$ cat src/sv/single_wire_sensor_frame_decoder_top_assert.svh
// Assertion macros used by the sensor frame decoder core.
`ifndef SINGLE_WIRE_SENSOR_FRAME_DECODER_TOP_ASSERT_SVH
`define SINGLE_WIRE_SENSOR_FRAME_DECODER_TOP_ASSERT_SVH
`ifndef SYNTHESIS
// Same-cycle implication, checked out of reset.
`define SWSD_ASSERT_NOW(lbl, ante, cons) \
	lbl: assert property (@(posedge clk) disable iff (!arst_n) (ante) |-> (cons)) \
		else $error("swsd assertion failed");
// Next-cycle implication, checked out of reset.
`define SWSD_ASSERT_NEXT(lbl, ante, cons) \
	lbl: assert property (@(posedge clk) disable iff (!arst_n) (ante) |=> (cons)) \
		else $error("swsd assertion failed");
`else
`define SWSD_ASSERT_NOW(lbl, ante, cons)
`define SWSD_ASSERT_NEXT(lbl, ante, cons)
`endif
`endif

$ cat src/sv/swsd_pkg.sv
// Package with the types and constants of the sensor frame decoder.
package swsd_pkg;

	localparam int DATA_BITS = 40;
	localparam int FRAME_W = 40;
	localparam int PHASE_W = $clog2(3 + 2 * DATA_BITS);

	localparam logic [PHASE_W-1:0] PH_IDLE = PHASE_W'(0);
	localparam logic [PHASE_W-1:0] PH_RESP_LOW = PHASE_W'(1);
	localparam logic [PHASE_W-1:0] PH_RESP_HIGH = PHASE_W'(2);
	localparam logic [PHASE_W-1:0] PH_BITS = PHASE_W'(3);
	localparam logic [PHASE_W-1:0] PH_LAST = PHASE_W'(3 + 2 * DATA_BITS - 1);

	localparam logic [15:0] MAX_CYCLES_RESET = 16'd1000;

	typedef enum logic [1:0] {
		ST_OK       = 2'd0,
		ST_NO_RESP  = 2'd1,
		ST_BIT_ERR  = 2'd2,
		ST_CSUM_ERR = 2'd3
	} status_t;

	typedef struct packed {
		status_t            status;
		logic [15:0]        humidity;
		logic signed [15:0] temperature;
	} result_t;

endpackage

$ cat src/sv/single_wire_sensor_frame_decoder_top.sv
// Single-wire sensor frame decoder: top level with input and result registers.
//
// Usage: after the host has driven its start pulse, send one transfer on the
// slave side with s_tuser = 1 to arm the receiver, then one transfer per
// sampling tick with s_tuser = 0 and the sampled line level in s_tdata[0].
// A begin transfer during a frame drops that frame and re-arms the receiver.
// When a frame completes or fails, one result transfer appears on the master
// side carrying status, humidity and temperature; ticks that end nothing give
// no result, and ticks while idle are ignored.
// A result is built from the item in the input register and held in the
// result register. Throughput: one transfer per cycle while no result is
// stalled; each tick is decoded combinationally between the two registers.
// When the receiver stalls with a result pending, the input register holds
// its item and s_tready drops until the result is taken.
// Reset clears the decoder to idle and sets max_cycles to 1000; cfg_we writes
// max_cycles and should only be used while no frame is in progress.
module single_wire_sensor_frame_decoder_top (
	input  logic        clk,
	input  logic        arst_n,
	input  logic        cfg_we,
	input  logic [15:0] cfg_wdata,   // max_cycles
	input  logic        s_tvalid,
	output logic        s_tready,
	input  logic [7:0]  s_tdata,     // [0] pin_level, [7:1] zero
	input  logic [0:0]  s_tuser,     // [0] op
	output logic        m_tvalid,
	input  logic        m_tready,
	output logic [39:0] m_tdata      // [1:0] status, [17:2] humidity,
	                                 // [33:18] temperature, [39:34] zero
);

	logic              valid_s1, op_s1, pin_s1;
	logic [15:0]       max_cycles_q;
	logic              out_valid_q;
	swsd_pkg::result_t out_q;
	swsd_pkg::result_t core_res;
	logic              step, emit;

	assign step = valid_s1 && (!out_valid_q || m_tready);
	assign s_tready = !valid_s1 || step;

	always_ff @(posedge clk or negedge arst_n) begin
		if (!arst_n) begin
			max_cycles_q <= swsd_pkg::MAX_CYCLES_RESET;
		end else if (cfg_we) begin
			max_cycles_q <= cfg_wdata;
		end
	end

	always_ff @(posedge clk or negedge arst_n) begin
		if (!arst_n) begin
			valid_s1 <= 1'b0;
		end else if (s_tready) begin
			valid_s1 <= s_tvalid;
		end
	end

	always_ff @(posedge clk) begin
		if (s_tready && s_tvalid) begin
			op_s1 <= s_tuser[0];
			pin_s1 <= s_tdata[0];
		end
	end

	swsd_core u_core (
		.clk        (clk),
		.arst_n     (arst_n),
		.max_cycles (max_cycles_q),
		.step       (step),
		.op         (op_s1),
		.pin        (pin_s1),
		.emit       (emit),
		.res        (core_res)
	);

	always_ff @(posedge clk or negedge arst_n) begin
		if (!arst_n) begin
			out_valid_q <= 1'b0;
		end else if (step && emit) begin
			out_valid_q <= 1'b1;
		end else if (m_tready) begin
			out_valid_q <= 1'b0;
		end
	end

	always_ff @(posedge clk) begin
		if (step && emit) begin
			out_q <= core_res;
		end
	end

	assign m_tvalid = out_valid_q;
	assign m_tdata = {6'b0, out_q.temperature, out_q.humidity, out_q.status};

endmodule

$ cat src/sv/swsd_frame_check.sv
// Checksum test and field extraction for one received 40-bit frame.
module swsd_frame_check (
	input  logic [swsd_pkg::FRAME_W-1:0] frame,
	output swsd_pkg::result_t            res
);

	logic [7:0]  b0, b1, b2, b3, b4;
	logic [7:0]  sum;
	logic [14:0] mag;

	always_comb begin
		b0 = frame[39:32];
		b1 = frame[31:24];
		b2 = frame[23:16];
		b3 = frame[15:8];
		b4 = frame[7:0];
		sum = b0 + b1 + b2 + b3;
		mag = {b2[6:0], b3};
		if (sum != b4) begin
			res.status = swsd_pkg::ST_CSUM_ERR;
			res.humidity = '0;
			res.temperature = '0;
		end else begin
			res.status = swsd_pkg::ST_OK;
			res.humidity = {b0, b1};
			// Sign-magnitude to two's complement.
			res.temperature = b2[7] ? -$signed({1'b0, mag}) : $signed({1'b0, mag});
		end
	end

endmodule

$ cat src/sv/swsd_core.sv
// Pulse measurement state machine: phase, pulse width counters and bit shifting.
`include "single_wire_sensor_frame_decoder_top_assert.svh"
module swsd_core (
	input  logic                clk,
	input  logic                arst_n,
	input  logic [15:0]         max_cycles,
	input  logic                step,
	input  logic                op,
	input  logic                pin,
	output logic                emit,
	output swsd_pkg::result_t   res
);

	logic [swsd_pkg::PHASE_W-1:0] phase_q, phase_n, bit_idx, phase_inc;
	logic [15:0]                  pulse_count_q, pulse_count_n;
	logic [15:0]                  low_width_q, low_width_n;
	logic [swsd_pkg::FRAME_W-1:0] frame_q, frame_n;
	swsd_pkg::result_t            check_res;
	logic                         level, in_resp;

	swsd_frame_check u_check (
		.frame (frame_n),
		.res   (check_res)
	);

	always_ff @(posedge clk or negedge arst_n) begin
		if (!arst_n) begin
			phase_q <= swsd_pkg::PH_IDLE;
			pulse_count_q <= '0;
			low_width_q <= '0;
			frame_q <= '0;
		end else begin
			phase_q <= phase_n;
			pulse_count_q <= pulse_count_n;
			low_width_q <= low_width_n;
			frame_q <= frame_n;
		end
	end

	always_comb begin
		phase_n = phase_q;
		pulse_count_n = pulse_count_q;
		low_width_n = low_width_q;
		frame_n = frame_q;
		emit = 1'b0;
		res.status = swsd_pkg::ST_OK;
		res.humidity = '0;
		res.temperature = '0;
		bit_idx = phase_q - swsd_pkg::PH_BITS;
		phase_inc = phase_q + swsd_pkg::PHASE_W'(1);
		in_resp = phase_q < swsd_pkg::PH_BITS;
		if (phase_q == swsd_pkg::PH_RESP_LOW) begin
			level = 1'b0;
		end else if (phase_q == swsd_pkg::PH_RESP_HIGH) begin
			level = 1'b1;
		end else begin
			level = bit_idx[0];
		end

		if (step) begin
			if (op) begin
				phase_n = swsd_pkg::PH_RESP_LOW;
				pulse_count_n = '0;
				low_width_n = '0;
				frame_n = '0;
			end else if (phase_q != swsd_pkg::PH_IDLE) begin
				if (pin == level) begin
					if (pulse_count_q >= max_cycles) begin
						emit = 1'b1;
						res.status = in_resp ? swsd_pkg::ST_NO_RESP : swsd_pkg::ST_BIT_ERR;
						phase_n = swsd_pkg::PH_IDLE;
					end else begin
						pulse_count_n = pulse_count_q + 16'd1;
					end
				end else if (pulse_count_q == '0) begin
					emit = 1'b1;
					res.status = in_resp ? swsd_pkg::ST_NO_RESP : swsd_pkg::ST_BIT_ERR;
					phase_n = swsd_pkg::PH_IDLE;
				end else begin
					if (!in_resp && bit_idx[0]) begin
						frame_n = {frame_q[swsd_pkg::FRAME_W-2:0], pulse_count_q > low_width_q};
					end else if (!in_resp) begin
						low_width_n = pulse_count_q;
					end
					if (!in_resp && phase_q == swsd_pkg::PH_LAST) begin
						emit = 1'b1;
						res = check_res;
						phase_n = swsd_pkg::PH_IDLE;
					end else if (max_cycles == '0) begin
						// The edge sample already starts the next pulse and times it out.
						emit = 1'b1;
						res.status = (phase_inc < swsd_pkg::PH_BITS) ?
							swsd_pkg::ST_NO_RESP : swsd_pkg::ST_BIT_ERR;
						phase_n = swsd_pkg::PH_IDLE;
					end else begin
						phase_n = phase_inc;
						pulse_count_n = 16'd1;
					end
				end
			end
		end
	end

	`SWSD_ASSERT_NOW(a_emit_needs_step, emit, step && !op)
	`SWSD_ASSERT_NEXT(a_idle_after_emit, emit, phase_q == swsd_pkg::PH_IDLE)
	`SWSD_ASSERT_NOW(a_phase_range, 1'b1, phase_q <= swsd_pkg::PH_LAST)
	`SWSD_ASSERT_NEXT(a_begin_arms, step && op,
		phase_q == swsd_pkg::PH_RESP_LOW && pulse_count_q == '0 && frame_q == '0)

endmodule
$ cat config.mk
export PLATFORM = sky130hd
export DESIGN_NAME = single_wire_sensor_frame_decoder_top
export DESIGN_NICKNAME = d
export VERILOG_FILES = /design/src/sv/swsd_pkg.sv /design/src/sv/single_wire_sensor_frame_decoder_top.sv /design/src/sv/swsd_frame_check.sv /design/src/sv/swsd_core.sv
export VERILOG_INCLUDE_DIRS = /design/src /design/src/sv
export SDC_FILE = /design/constraint.sdc
export NUM_CORES = 1
export LEC_CHECK = 0
export ABC_AREA = 1
export BUFFER_PORTS_ARGS = -buffer_cell sky130_fd_sc_hd__buf_2
export CORE_ASPECT_RATIO = 1.5
export CORE_MARGIN = 2
export CORE_UTILIZATION = 43
export DETAILED_ROUTE_END_ITERATION = 7
export PLACE_DENSITY = 0.7
export SYNTH_ARGS = -nofsm -noshare
export SYNTH_HDL_FRONTEND = slang
export SYNTH_SLANG_ARGS = --single-unit
$ cat constraint.sdc
create_clock -name clk -period 9.3 [get_ports clk]
set_clock_uncertainty 0.15 [all_clocks]
set_input_delay 0.465 -clock clk [delete_from_list [all_inputs] [get_ports clk]]
set_output_delay 0.465 -clock clk [all_outputs]
set_load 0.02 [all_outputs]
==> impl_metrics.py, run 1 <==
metrics = {
    "run_status": {
        "status": "completed",
    },
    "worst_hold_path": {
        "holdCritPathClass": "input pin to flop",
        "worstHoldPathCells": 1,
        "hold_end": "op_s1$_DFFE_PP_",
        "hold_start": "s_tuser",
    },
    "global_route": {
        "overflow": 0,
        "grt_usage_pct": 19.8,
        "grt_pass1_vias": 6637,
        "antenna_found_initial": 0,
        "grt_max_degree": 70,
        "grt_pass1_wl_um": 31400,
    },
    "sta": {
        "fin_crit_sh_pct": 72.0,
        "setup_slack_ns": 2.60,
        "min_period_ns": 6.70,
        "finalHoldViolations": 0,
        "fmax_mhz": 149,
        "slew_headroom_pct": 22.9,
        "tightest_slew_ns": 1.15,
        "rsz0062_at_grt": "false",
        "setup-violations-final": 0,
        "setup_tns_ns": 0,
        "slew_viol_final": 0,
    },
    "yosys": {
        "synthesis.area_sq_um": 8150,
        "ys_seq_area_share_pct": 43.2,
        "synth_cells": 991,
        "yosysTopAreaCell": "dfrtp_1",
        "ys.flop_type": "dfrtp_1",
        "synth_cell_types": 44,
        "ys_seq_elements": 133,
        "ys_async_sr_fraction_pct": 72.9,
        "synth_area_leaders": "dfrtp_1, edfxtp_1, nand2_1",
        "yosysWarnings": 0,
        "syn-mean-instance-area_sq_um": 8.22,
        "synth_top_area_share_pct": 28.0,
        "synth_edf_count": 36,
    },
    "power": {
        "power.internal_uw": 1150,
        "switchingPower_uw": 534,
        "p_clk_share_pct": 39.5,
        "p_sw_share_pct": 31.7,
        "p_total_uw": 1680,
        "seqPwrFrac_pct": 39.6,
        "p_leak_uw": 0.00426,
        "max-vdd-ir-drop_uv": 165,
        "pwr-share-comb_pct": 20.8,
        "powerDensity_nw_per_um2": 182,
    },
    "cells_and_area": {
        "area_growth_pct": 13.1,
        "fill_cells": 1796,
        "regArea_sq_um": 3520,
        "final_common_cell": "nand2_1",
        "final_cell_mix": "nand2_1, inv_1, dfrtp_1, a21oi_1, o21ai_0",
        "multi_input_area_sq_um": 3810,
        "finish.utilization_pct": 49.7,
        "drive_gt1_share_pct": 14.0,
        "layout.nets": 1134,
        "antenna_cells": 0,
    },
    "setup_path": {
        "r2r_cells": 29,
        "worstSetupPathType": "flop to flop",
        "crit_top_cell": "nand2_1",
        "rrSetupSlack_ns": 2.60,
        "critPathLaunchType": "flop",
        "r2r-end": "m_tdata[30]$_SDFFCE_PP0P_",
        "cpPeakStageDelay_ns": 0.54,
        "worstPathRequired_ns": 9.41,
        "cp_slowest_cell": "fa_1",
        "critPathCaptureType": "flop",
        "cp.arrival_ns": 6.81,
        "cp_max_fo": 69,
        "timing.rr.start": "u_core.phase_q[0]$_DFFE_PN0P_",
    },
    "clock_network": {
        "cts-buffers-inserted": 17,
        "clock-sinks": 133,
        "clock_latency_ns": 0.43,
        "cts_max_level": 4,
        "cts_tree": "built",
        "ctsResizeCount": 0,
        "root_buffer": "clkbuf_16",
        "clock_path_buffers": 2,
        "clk_pin_slew_ns": 0.05,
    },
    "floorplanning": {
        "core_area_sq_um": 18500,
        "die_y_um": 173,
        "ioPinCount": 72,
        "rows": 61,
        "die_w_um": 116,
        "start_util_pct": 43.9,
        "die_area_sq_um": 20100,
    },
    "detailed_routing": {
        "post_drt_wl_per_cell_um": 14.4,
        "drtIter0Drc": 316,
        "drc": 0,
        "firstDrtPassIters": 5,
        "ant_nets": 0,
        "totalWireLength_um": 18900,
        "vias": 6716,
        "viasPerCell": 5.13,
    },
    "placement": {
        "gp_routability_congestion": 0.934,
        "hpwl_um": 13600,
        "port_buffers": 58,
        "pre_cts_slack_ns": 2.54,
    },
    "run": {
        "maxCapViolCount": 0,
    },
}
worst max-delay path by stage:
| stage | from | end | slack [ns] | depth (start not counted) |
|---|---|---|---|---|
| after floorplan | u_core.phase_q[0]$_DFFE_PN0P_ | m_tdata[33]$_SDFFCE_PP0P_ | 4.01 | 33 |
| after global placement | u_core.phase_q[0]$_DFFE_PN0P_ | m_tdata[29]$_SDFFCE_PP0P_ | 2.62 | 29 |
| after detailed placement | u_core.phase_q[0]$_DFFE_PN0P_ | m_tdata[21]$_SDFFCE_PP0P_ | 2.54 | 29 |
| after CTS | u_core.phase_q[0]$_DFFE_PN0P_ | m_tdata[21]$_SDFFCE_PP0P_ | 2.50 | 29 |
| after global routing | u_core.phase_q[0]$_DFFE_PN0P_ | m_tdata[30]$_SDFFCE_PP0P_ | 2.01 | 31 |
| final | u_core.phase_q[0]$_DFFE_PN0P_ | m_tdata[30]$_SDFFCE_PP0P_ | 2.60 | 29 |
cells in the mapped netlist (2+ instances only):
master / count
nor2_1: 70
nand4_1: 16
nand2_1: 167
o22ai_1: 18
nor2_2: 5
nor3_1: 17
dfrtp_1: 91
ha_1: 46
nand3_1: 50
o21ai_2: 6
a21oi_1: 75
nor3_2: 4
nand3_2: 7
buf_1: 2
nand2_2: 11
xor2_1: 10
o21a_1: 3
inv_2: 13
buf_2: 7
a31oi_1: 2
xnor2_1: 4
dfstp_2: 6
or2_1: 2
fa_1: 14
nor4_1: 6
o21ai_0: 75
edfxtp_1: 36
buf_4: 6
buf_6: 4
clkbuf_1: 15
inv_1: 162
o211ai_1: 4
nor3b_1: 4
o21ai_1: 23
per-layer routing:
layer	GRT usage [%]	routed length, um	vias to the layer above
li1	-	-	3362
met1	22.1	7590	3181
met2	34.7	9910	125
met3	4.73	608	48
met4	9.72	761	0
met5	0	0	-
state kept, by name (all words and copies together), names as in the netlist:
| signal | count |
|---|---|
| u_core.frame_q | 40 |
| m_tdata | 34 |
| max_cycles_q | 16 |
| u_core.low_width_q | 16 |
| u_core.pulse_count_q | 16 |
| u_core.phase_q | 7 |
| m_tvalid | 1 |
| op_s1 | 1 |
| pin_s1 | 1 |
| valid_s1 | 1 |
power groups by stage:
stage | Sequential (uW) | Clock, uW | Combinational [uW]
final | 667 | 664 | 350
after global routing | 671 | 699 | 397
after CTS | 667 | 675 | 353
after detailed placement | 677 | 0 | 351
after global placement | 677 | 0 | 344
after floorplan | 696 | 0 | 228
cells by family (layout without fill, tap and decap cells):
group / count (synthesis) / count (layout) / share of synthesized area [%]
AO/OA/AOI/OAI: 210 / 210 / 13.9
XOR/XNOR: 14 / 14 / 1.51
adder cells (fa/ha/maj): 60 / 60 / 10.5
buffers and inverters: 210 / 271 / 10.4
flip-flops: 133 / 133 / 43.2
other: 1 / 6 / 0.0460
AND/OR/NAND/NOR: 363 / 363 / 20.4
critical path: cells and delay by family, from the launching register on:
kind                       cells  cell delay [ns]
DFF                            1             0.47
buffers and inverters          2             0.26
AOI/OAI and AO/OA              4             0.93
and+or+nand+nor               18             2.82
adders and majority gates      5             1.85
area by class of cell:
cell class	count	area share, %
repair buffers	63	3.61
inverters	176	7.17
clock buffers	24	5.58
well taps	252	3.42
multi-input cells	653	41.3
clock inverters	8	0.747
flip-flops and latches	133	38.2
what timing repair did:
| item | 4_1_cts | 5_1_grt |
|---|---|---|
| endpoints found under the setup margin | 0 | 0 |
| setup buffers | 0 | 0 |
| hold buffers | 1 | 0 |
| hold endpoints to repair | 26 | 0 |
per-stage QoR:
step / cell area, sq um / instances / hold WS (ns)
6_report: 9220 / 1309 / 0.0654
5_1_grt: 9220 / 1309 / 0.0536
4_1_cts: 9220 / 1309 / 0.0484
3_5_place_dp: 8620 / 1276 / 0.279
3_3_place_gp: 8620 / 1276 / 0.276
2_1_floorplan: 8170 / 996 / 0.0194
Note: power is estimated with default switching activity, not from simulation.
==> run 2, diff against run 1 <==
==> constraint.sdc (replaced) <==
create_clock -name clk -period 6.7 [get_ports clk]
set_clock_uncertainty 0.15 [all_clocks]
set_input_delay 0.335 -clock clk [delete_from_list [all_inputs] [get_ports clk]]
set_output_delay 0.335 -clock clk [all_outputs]
set_load 0.02 [all_outputs]
==> impl_metrics.py, run 2 (same netlist as run 1, synthesis figures left out) <==
metrics = {
    "cells_and_area": {
        "final_cell_mix": "nand2_1, inv_1, dfrtp_1, a21oi_1, o21ai_0",
        "layout.nets": 1161,
        "fill_cells": 1724,
        "fin_area_sq_um": 9470,
        "largest_register_ffs": 40,
        "antenna_cells": 0,
        "drive_gt1_share_pct": 14.9,
        "top_register": "u_core.frame_q",
        "final_common_cell": "nand2_1",
        "area_growth_pct": 16.2,
    },
    "sta": {
        "setup_tns_ns": 0,
        "slew_viol_final": 0,
        "tightest_slew_ns": 1.11,
        "fin_crit_sh_pct": 91.8,
        "finalHoldViolations": 1,
        "rsz0062_at_grt": "false",
        "fmax_mhz": 163,
        "setup-violations-final": 0,
        "slew_headroom_pct": 25.6,
        "fin_hold_ws_ns": -0.00482,
        "min_period_ns": 6.15,
    },
    "detailed_routing": {
        "drc": 0,
        "vias": 6882,
        "firstDrtPassIters": 6,
        "viasPerCell": 5.15,
        "post_drt_wl_per_cell_um": 14.2,
        "drtIter0Drc": 414,
        "ant_nets": 0,
        "totalWireLength_um": 19000,
    },
    "power": {
        "max-vdd-ir-drop_uv": 149,
        "pwr-share-comb_pct": 20.4,
        "power.internal_uw": 1560,
        "p_leak_uw": 0.00442,
        "seqPwrFrac_pct": 39.4,
        "p_sw_share_pct": 32.9,
        "powerDensity_nw_per_um2": 246,
        "switchingPower_uw": 765,
        "p_clk_share_pct": 40.2,
    },
    "run_status": {
        "violations": "negative hold slack",
        "status": "finished, violations left",
    },
    "setup_path": {
        "cp-endpoint": "m_tdata[8]$_SDFFCE_PP0P_",
        "cp_max_fo": 39,
        "timing.rr.start": "u_core.phase_q[0]$_DFFE_PN0P_",
        "cpPeakStageDelay_ns": 0.47,
        "worstSetupStartpoint": "u_core.phase_q[0]$_DFFE_PN0P_",
        "r2r-end": "m_tdata[8]$_SDFFCE_PP0P_",
        "crit_top_cell": "nand2_1",
        "cp.arrival_ns": 6.28,
        "r2r_cells": 32,
        "worstPathRequired_ns": 6.83,
        "cp_slowest_cell": "dfrtp_1",
        "worstSetupPathType": "flop to flop",
        "critPathLaunchType": "flop",
        "critPathCaptureType": "flop",
        "rrSetupSlack_ns": 0.55,
    },
    "placement": {
        "post_dp_cell_area_sq_um": 8690,
        "hpwl_um": 13800,
        "port_buffers": 58,
        "gp_routability_congestion": 0.943,
    },
    "floorplanning": {
        "rows": 61,
        "start_util_pct": 43.9,
        "die_w_um": 116,
        "ioPinCount": 72,
        "core_area_sq_um": 18500,
        "die_area_sq_um": 20100,
        "die_y_um": 173,
    },
    "clock_network": {
        "ctsResizeCount": 0,
        "clock_path_buffers": 2,
        "clock_latency_ns": 0.43,
        "cts-buffers-inserted": 17,
        "cts_max_level": 4,
        "clk_pin_slew_ns": 0.06,
        "clock-sinks": 133,
        "root_buffer": "clkbuf_16",
        "cts_tree": "built",
    },
    "worst_hold_path": {
        "holdCritPathClass": "input pin to flop",
    },
    "global_route": {
        "overflow": 0,
        "grt_max_degree": 70,
        "grt_usage_pct": 19.9,
        "antenna_found_initial": 0,
        "grt_pass1_wl_um": 31500,
        "grt_pass1_vias": 6737,
    },
    "run": {
        "maxCapViolCount": 0,
    },
}
[run 2: changes by cell type in the layout (fill, tap and decap cells not counted), moves of 2 or more]
| cell | change |
|---|---|
| clkinv_2 | -4 |
| inv_6 | +7 |
| dlygate4sd3_1 | +18 |
| inv_4 | +2 |
| buf_4 | +9 |
| clkbuf_1 | -3 |
[run 2: critical path: cells and delay by family (launching register included)]
kind            cells  cell delay, ns
fa+ha+maj           5            1.70
buf+inv             5            0.89
flops               1            0.47
compound gates      4            0.66
simple gates       18            2.10
[run 2: worst min path at each step]
stage | startpoint | endpoint | slack (ns) | cells past startpoint
after floorplan | arst_n | m_tvalid$_DFFE_PN0P_ | -0.11 | 0
after CTS | cfg_wdata[0] | max_cycles_q[0]$_DFFE_PN0P_ | 0.0008 | 3
after detailed placement | arst_n | max_cycles_q[12]$_DFFE_PN0P_ | 0.12 | 1
final | cfg_wdata[0] | max_cycles_q[0]$_DFFE_PN0P_ | -0.005 | 3
after global routing | cfg_wdata[0] | max_cycles_q[0]$_DFFE_PN0P_ | 0.02 | 3
after global placement | arst_n | max_cycles_q[12]$_DFFE_PN0P_ | 0.13 | 1
[run 2: final cells by class]
class / count / area [sq um] / area share (%)
inverters: 176 / 661 / 6.98
well taps: 252 / 315 / 3.33
multi-input cells: 653 / 3810 / 40.2
clock inverters: 12 / 101 / 1.07
repair buffers: 90 / 581 / 6.13
flip-flops and latches: 133 / 3520 / 37.1
clock buffers: 20 / 489 / 5.17
[run 2: power groups by stage]
stage                     combinational (uW)  clock [uW]  sequential (uW)
after floorplan                          316           0              950
after global placement                   462           0              932
after detailed placement                 468           0              932
after CTS                                479         945              918
after global routing                     538         980              922
final                                    474         934              917
[run 2: per-layer routing]
layer | GRT usage [%] | part of all wire, %
met5 | 0 | 0
met4 | 10.4 | 3.9
met3 | 2.91 | 2.1
met2 | 34.9 | 53
met1 | 22.9 | 41
[run 2: timing repair]
action	CTS	global route
hold endpoints to repair	46	0
setup buffers	0	0
hold buffers	19	0
[run 2: per-stage QoR]
| step | hold WS [ns] | total power, uW | utilization [%] | setup slack, ns | std cells |
|---|---|---|---|---|---|
| after floorplan | -0.111 | 1270 | - | 1.41 | 996 |
| after global placement | 0.127 | 1390 | 46.9 | 0.712 | 1285 |
| after detailed placement | 0.124 | 1400 | 46.9 | 0.577 | 1285 |
| after global routing | 0.0198 | 2440 | 51.1 | 0.0837 | 1336 |
| final | -0.00482 | 2330 | 51.1 | 0.549 | 1336 |
| after CTS | 0.000831 | 2340 | 51.1 | 0.549 | 1336 |
==> run 3, diff against run 2 <==
--- a/config.mk
+++ b/config.mk
@@ -12,7 +12,9 @@
 export CORE_MARGIN = 2
 export CORE_UTILIZATION = 43
 export DETAILED_ROUTE_END_ITERATION = 7
-export PLACE_DENSITY = 0.7
+export GPL_ROUTABILITY_DRIVEN = 0
+export PLACE_DENSITY = 0.69
 export SYNTH_ARGS = -nofsm -noshare
 export SYNTH_HDL_FRONTEND = slang
+export SYNTH_HIERARCHICAL = 1
 export SYNTH_SLANG_ARGS = --single-unit
==> impl_metrics.py, run 3 <==
metrics = {
    "run_status": {
        "status": "completed",
    },
    "clock_network": {
        "cts_hold_buf": 20,
        "cts_tree": "built",
        "ctsResizeCount": 0,
        "post_cts_buffers": 0,
        "cts-buffers-inserted": 17,
        "clock-sinks": 133,
        "clk_pin_slew_ns": 0.06,
        "cts_max_level": 4,
        "clock_path_buffers": 2,
        "clock_latency_ns": 0.43,
        "root_buffer": "clkbuf_16",
    },
    "detailed_routing": {
        "drtIter0Drc": 743,
        "firstDrtPassIters": 5,
        "vias": 9111,
        "drc": 0,
        "ant_nets": 0,
        "viasPerCell": 5.18,
        "post_drt_wl_per_cell_um": 14.2,
        "totalWireLength_um": 25000,
    },
    "yosys": {
        "synth_cells": 1413,
        "yosysTopAreaCell": "dfrtp_1",
        "yosysWarnings": 6,
        "synth_area_leaders": "dfrtp_1, nand2_1, edfxtp_1",
        "synth_edf_count": 36,
        "ys.flop_type": "dfrtp_1",
        "synth_cell_types": 40,
        "netlist_top_cells_count": "nand2_1, inv_1, dfrtp_1, o21ai_0, nor2_1",
        "syn-mean-instance-area_sq_um": 7.11,
        "synthesis.area_sq_um": 10000,
        "ys_async_sr_fraction_pct": 72.9,
        "ys_seq_area_share_pct": 35.0,
        "synth_top_area_share_pct": 22.7,
        "ys_seq_elements": 133,
        "synth_most_common_cell": "nand2_1",
    },
    "floorplanning": {
        "core_area_sq_um": 23000,
        "rows": 68,
        "die_y_um": 191,
        "ioPinCount": 72,
        "die_w_um": 129,
        "start_util_pct": 43.7,
        "die_area_sq_um": 24600,
    },
    "sta": {
        "slew_headroom_pct": 38.9,
        "fmax_mhz": 171,
        "tightest_slew_ns": 0.916,
        "slew_viol_final": 0,
        "finalHoldViolations": 0,
        "rsz0062_at_grt": "false",
        "min_period_ns": 5.83,
        "setup_slack_ns": 0.865,
        "setup_tns_ns": 0,
        "setup-violations-final": 0,
        "fin_crit_sh_pct": 87.1,
    },
    "placement": {
        "hpwl_um": 17300,
        "port_buffers": 58,
        "pre_cts_slack_ns": 0.910,
    },
    "setup_path": {
        "cp_max_fo": 32,
        "critPathLaunchType": "flop",
        "worstSetupPathType": "flop to flop",
        "r2r_cells": 29,
        "worstSetupStartpoint": "u_core/phase_q[0]$_DFFE_PN0P_",
        "crit_top_cell": "nand2_1",
        "r2r-end": "m_tdata[19]$_DFFE_PP_",
        "cp-endpoint": "m_tdata[19]$_DFFE_PP_",
        "critPathCaptureType": "flop",
        "worstPathRequired_ns": 6.79,
        "cp.arrival_ns": 5.93,
        "cp_slowest_cell": "fa_1",
        "rrSetupSlack_ns": 0.87,
        "timing.rr.start": "u_core/phase_q[0]$_DFFE_PN0P_",
        "cpPeakStageDelay_ns": 0.59,
    },
    "global_route": {
        "grt_pass1_vias": 9023,
        "grt_pass1_wl_um": 42800,
        "grt_usage_pct": 21.6,
        "overflow": 0,
        "antenna_found_initial": 0,
        "grt_max_degree": 60,
    },
    "cells_and_area": {
        "area_growth_pct": 12.1,
        "layout.nets": 1555,
        "final_cell_mix": "nand2_1, inv_1, dfrtp_1, o21ai_0, nor2_1",
        "top_register": "u_core/frame_q",
        "final_common_cell": "nand2_1",
        "antenna_cells": 0,
        "largest_register_ffs": 40,
        "fill_cells": 2231,
        "drive_gt1_share_pct": 13.3,
    },
    "power": {
        "switchingPower_uw": 2450,
        "seqPwrFrac_pct": 21.8,
        "p_leak_uw": 0.00577,
        "power.internal_uw": 2580,
        "pwr-share-comb_pct": 58.4,
        "p_total_uw": 5030,
        "p_clk_share_pct": 19.8,
        "powerDensity_nw_per_um2": 447,
        "max-vdd-ir-drop_uv": 196,
        "p_sw_share_pct": 48.7,
    },
    "worst_hold_path": {
        "holdCritPathClass": "input pin to flop",
    },
    "run": {
        "maxCapViolCount": 0,
    },
}
==> run 3: cell types whose count changed after synthesis, moves of 12 or more <==
cell | previous run | this run
a21oi_1 | 75 | 17
inv_1 | 162 | 192
nand2_1 | 167 | 537
nand4_1 | 16 | 56
nor2_2 | 5 | 30
nor3b_1 | 4 | 25
o21ai_1 | 23 | 11
o22ai_1 | 18 | 0
xor2_1 | 10 | 24
==> run 3: worst min path at each step <==
stage / to / slack (ns) / from / cells after the start
2_1_floorplan: m_tvalid$_DFFE_PN0P_ / -0.11 / arst_n / 0
5_1_grt: valid_s1$_DFFE_PN0P_ / 0.07 / m_tready / 4
3_3_place_gp: max_cycles_q[4]$_DFFE_PN0P_ / 0.21 / arst_n / 1
4_1_cts: m_tvalid$_DFFE_PN0P_ / 0.04 / m_tready / 4
6_report: m_tvalid$_DFFE_PN0P_ / 0.05 / m_tready / 4
3_5_place_dp: max_cycles_q[4]$_DFFE_PN0P_ / 0.22 / arst_n / 1
==> run 3: layout make-up <==
cell class                 instances  area (sq um)  share of cell area, %
clock inverter                    15           191                   1.70
clock buffer                      17           425                   3.78
sequential                       133          3520                   31.2
multi-input combinational       1015          5410                   48.0
tap                              280           350                   3.11
inverter                         205           769                   6.83
timing repair buffer              93           606                   5.38
==> run 3: critical path: cells and delay by family (launching register included) <==
family	cells	cell delay, ns
xor+xnor	1	0.23
fa+ha+maj	5	2.00
buf+inv	6	0.70
flops	1	0.54
simple gates	17	2.01
==> run 3: logic make-up (layout without fill, tap and decap cells) <==
kind of cell | after synthesis | count (layout) | share of synthesized area (%)
xor+xnor | 32 | 32 | 2.79
compound gates | 108 | 108 | 5.73
flops | 133 | 133 | 35.0
other cells | 1 | 6 | 0.0373
fa+ha+maj | 60 | 60 | 8.52
simple gates | 809 | 809 | 36.4
buf+inv | 270 | 330 | 11.5
==> run 3: power by group through the flow <==
stage / sequential (uW) / clock [uW] / combinational, uW
floorplan: 1100 / 0 / 2290
global placement: 1100 / 0 / 2820
detailed placement: 1110 / 0 / 2870
CTS: 1090 / 1010 / 2930
global route: 1120 / 1040 / 3380
finish: 1100 / 997 / 2940
==> run 3: metrics by stage <==
| step | hold slack [ns] | cells | utilization (%) | area (sq um) |
|---|---|---|---|---|
| 6_report | 0.0546 | 1758 | 49.0 | 11300 |
| 5_1_grt | 0.0730 | 1758 | 49.0 | 11300 |
| 4_1_cts | 0.0434 | 1758 | 49.0 | 11300 |
| 3_5_place_dp | 0.216 | 1706 | 45.5 | 10400 |
| 3_3_place_gp | 0.213 | 1706 | 45.5 | 10400 |
| 2_1_floorplan | -0.111 | 1418 | - | 10100 |
==> run 3: routing by layer <==
layer / vias up / GRT usage [%] / routed length (um)
met5: - / 0 / 0
met4: 0 / 10.5 / 980
met3: 60 / 3.25 / 948
met2: 275 / 39.5 / 13100
met1: 4244 / 24.2 / 9950
li1: 4532 / - / -
